<file path="config.mk">
export PLATFORM = sky130hd
export DESIGN_NAME = lcrm_ram
export DESIGN_NICKNAME = d
export VERILOG_FILES = /design/src/rtl/core/lcrm_ram.sv
export SDC_FILE = /design/constraint.sdc
export NUM_CORES = 1
export LEC_CHECK = 0
export BUFFER_PORTS_ARGS = -buffer_cell sky130_fd_sc_hd__buf_2
export CAP_MARGIN = 20
export CORE_MARGIN = 2
export CORE_UTILIZATION = 60
export DETAILED_ROUTE_END_ITERATION = 16
export PLACE_DENSITY = 0.89
export REMOVE_ABC_BUFFERS = 1
export SETUP_SLACK_MARGIN = 0.02
export SLEW_MARGIN = 30
export SYNTH_ARGS = -nofsm -noshare
export SYNTH_HDL_FRONTEND = slang
export SYNTH_SLANG_ARGS = --single-unit
export TNS_END_PERCENT = 100
</file>
<file path="constraint.sdc">
create_clock -name clk -period 3.5 [get_ports clk]
set_input_delay 0.7 -clock clk [delete_from_list [all_inputs] [get_ports clk]]
set_output_delay 0.7 -clock clk [all_outputs]
set_load 0.01 [all_outputs]
</file>
<file path="src/rtl/core/lcrm_ram.sv">
`timescale 1ns / 1ps

module lcrm_ram #(
	parameter int WIDTH = 8,
	parameter int DEPTH = 16,
	localparam int AW = $clog2(DEPTH)
) (
	input  logic             clk,
	input  logic             we,
	input  logic [AW-1:0]    waddr,
	input  logic [WIDTH-1:0] wdata,
	input  logic [AW-1:0]    raddr,
	output logic [WIDTH-1:0] rdata
);

	logic [WIDTH-1:0] mem_q [DEPTH];
	logic [WIDTH-1:0] rdata_q;

	// One write port, one registered read port
	always_ff @(posedge clk) begin
		if (we) begin
			mem_q[waddr] <= wdata;
		end
		rdata_q <= mem_q[raddr];
	end

	assign rdata = rdata_q;

endmodule

</file>
---- After elaboration in Yosys (flattened, before gate mapping) ----
Memories as Yosys holds them, arrays and structs flattened. A register that Yosys moved wholly into a read port is not among the register bits.
Index checks and enable logic that the tools add are counted.
Widths: inputs -> output; s select.
storage, ports and cells
  register bits after elaboration ......... 0
  memory bits (writable) .................. 128
  input bits .............................. 18
  output and inout bits ................... 8
  memories ................................ 1
  word-level logic and storage cells ...... 3
cells by class
  muxes and demuxes ....................... 2
memory list
  memory  words  width  read ports  clocked after Yosys merged registers in  write ports  line  source
  mem_q   16     8      1           1                                        1            16    logic [WIDTH-1:0] mem_q [DEPTH];
operators with widths
  cell    number
  $mux 1  2

---- Logic depth before layout (Yosys ltp) ----
  word-level depth ........................ 2
  gate-level depth with buffers ........... 5
  depth with buffers taken out ............ 3

---- Least setup slack after synthesis ----
No wires, ideal clock.
  kind .................................... input port to flip-flop
  from .................................... input waddr[2]
  to ...................................... memory mem_q[0][0], enable pin
  data arrival time ....................... 1.810 ns
  library setup time ...................... 0.383 ns
  data required time ...................... 3.117 ns
  path buffers ............................ 0
  stages on the path ...................... 2
  setup slack ............................. 1.307 ns
  cell sequence ........................... or3b_2 -> nor3_1
RTL lines
  item             line  source
  start, declared  10    input logic [AW-1:0] waddr,
  end, declared    16
Straight into the memory's write port.

==> impl_metrics.json <==
{
  "p_per_area_nw_per_um2": 606.7,
  "crit_slowest_cell": "mux4_1",
  "cts_max_level": 4,
  "leakage_nw": 1.976,
  "startpoint_type": "primary input",
  "rrSetupSlack_ns": 2.08,
  "die_x_um": 96.63,
  "ys_types": 19,
  "place_hpwl_um": 5891,
  "clock_skew_ns": 0.005869,
  "finalWirelength_um": 9532,
  "n_antenna_cell": 0,
  "port_buffers": 25,
  "clock_path_buffers": 2,
  "path_buf_inv": 2,
  "stdcell_count": 384,
  "hold_class": "primary input to flop",
  "status": "complete, no violations",
  "grt_max_degree": 33,
  "min_path_cells": 1,
  "multi_input_area_sq_um": 1057,
  "period_minus_slack_ns": 1.950,
  "fill_cells": 466,
  "via_per_inst": 6.474,
  "start_util_pct": 62.33,
  "grt_pass1_wl_um": 14650,
  "postCtsSetupRepairBufs": 0,
  "synth_ff_type": "edfxtp_1",
  "cp.required_ns": 3.89,
  "crit_chain": "buf_2, buf_4, mux4_1, a22oi_1, nand2_1",
  "slew_headroom_pct": 38.59,
  "cp_top_family": "buffers and inverters",
  "wire_per_inst_um": 24.82,
  "track_usage_pct": 21.97,
  "tightest_slew_ns": 0.9177,
  "synth_area_leader_cell": "edfxtp_1",
  "gr-total-overflow": 0,
  "cts_tree": "built",
  "ys_seq_area_share_pct": 77.78,
  "fp.dieH_um": 96.63,
  "cp_max_fo": 12,
  "worstSetupPathType": "primary input to flop",
  "grt_pass1_vias": 2573,
  "min_period_over_period_pct": 55.73,
  "ant_nets": 0,
  "avgSynthCellArea_sq_um": 22.48,
  "core-area_sq_um": 8258,
  "ys_async_sr_fraction_pct": 0,
  "holdPathEnd": "mem_q[11][6]",
  "routabilityCongestion": 0.7888,
  "vias": 2486,
  "fin_setup_tns_ns": 0,
  "firstDrtPassIters": 4,
  "arrival_ns": 2.34,
  "syn_area_sq_um": 5147,
  "end_kind": "flop",
  "ys_ff_latch": 136,
  "max_freq_mhz": 512.7,
  "reg2regPathDepth": 3,
  "drc": 0,
  "area_growth_pct": 14.17,
  "r2r-start": "mem_q[5][2]",
  "clk-insertion-delay-late_ns": 0.51,
  "regArea_sq_um": 4004,
  "ios": 26,
  "setup_viol": 0,
  "drive_gt1_share_pct": 25.45,
  "yosysTopAreaCellShare_pct": 74.67,
  "syn_inst": 229,
  "rows": 33,
  "synth_edf_count": 128,
  "rsz0062_at_grt": "no",
  "maxCapViolCount": 0,
  "synth_common_cells": "edfxtp_1, mux4_2, a22oi_1",
  "cts_resized": 0,
  "yosysWarnings": 0,
  "drt_iter0_markers": 229,
  "hold_viol": 0,
  "ir_drop_uv": 423.8,
  "drv_slew": 0,
  "antenna_found_initial": 0,
  "r2r-end": "rdata[2]",
  "yosys-top-cells-area": "edfxtp_1, mux4_2, mux4_1, dfxtp_1, a22oi_1",
  "worstHoldStart": "wdata[6]",
  "dp_cells": 355,
  "final_nets": 287,
  "clk_pin_slew_worst_paths_ns": 0.06,
  "cts-root-buf": "clkbuf_8",
  "cts_made_buffers": 17,
  "die-area_sq_um": 9336,
  "slowest_delay_ns": 0.60,
  "hold_buffers": 0,
  "cts_sinks": 136,
  "yosysMostFrequentCell": "edfxtp_1"
}
flip-flops by register name (all words and copies together), names as in the netlist:
signal,count
mem_q,128
rdata,8
cell usage in the layout (no fill, tap or decap), drive strengths merged, types with 2 or more instances in the layout:
master,n
clkinv,4
nand3b,2
edfxtp,128
nand2,9
nor3,4
nand2b,2
bufinv,2
nor2,13
clkbuf,23
dfxtp,8
a22oi,16
buf,31
mux4,32
how the worst max path moves through the flow:
stage | startpoint | endpoint | slack (ns) | cells past startpoint
after global placement | raddr[0] | rdata[3] | 1.06 | 5
after floorplan | waddr[2] | mem_q[0][0] | 1.31 | 2
final | raddr[0] | rdata[3] | 1.55 | 5
after global routing | raddr[0] | rdata[3] | 1.45 | 5
after detailed placement | raddr[0] | rdata[3] | 1.02 | 5
after CTS | raddr[0] | rdata[3] | 1.55 | 5
power by group:
group          switching, mW  leakage (nW)  internal, mW
sequential            0.0118          1.22          1.82
clock                  0.575         0.251         0.992
combinational         0.0969         0.501        0.0671
layer usage:
metal | global-route usage (%) | up-vias | part of all wire (%)
li1 | - | 1055 | -
met1 | 29.01 | 1280 | 41
met2 | 35.26 | 130 | 51
met3 | 6.069 | 21 | 5.6
met4 | 8.884 | 0 | 2.3
met5 | 0 | - | 0
through the flow:
| step | utilization, % | instance area, sq um | hold slack [ns] | power, mW | setup WS [ns] |
|---|---|---|---|---|---|
| floorplan | - | 5061 | 0.6293 | 1.941 | 1.307 |
| global placement | 64.94 | 5363 | 0.6498 | 2.020 | 1.064 |
| detailed placement | 64.94 | 5363 | 0.6576 | 2.029 | 1.022 |
| CTS | 71.17 | 5877 | 0.5559 | 3.578 | 1.545 |
| global route | 71.17 | 5877 | 0.5644 | 3.665 | 1.445 |
| finish | 71.17 | 5877 | 0.5724 | 3.566 | 1.550 |
kinds of logic (layout without fill, tap and decap cells):
logic type             count (synthesis)  in the layout  share of synthesized area, %
muxes                                 32             32                         15.02
AOI/OAI and AO/OA                     16             16                         2.334
and+or+nand+nor                       35             35                         3.184
buffers and inverters                 10             60                         1.677
DFF                                  136            136                         77.78
layout make-up:
cell class | instances | share of cell area [%]
clock buffer | 23 | 7.430
clock inverter | 6 | 1.320
multi-input combinational | 83 | 17.99
sequential | 136 | 68.13
tap | 105 | 2.235
timing repair buffer | 31 | 2.895
worst reg2reg max path: stages, from the launching register on:
cell and delay (ns):
edfxtp_1 0.37, mux4_1 0.56, a22oi_1 0.25, nand2_1 0.11
Note: power is estimated with default switching activity, not from simulation.
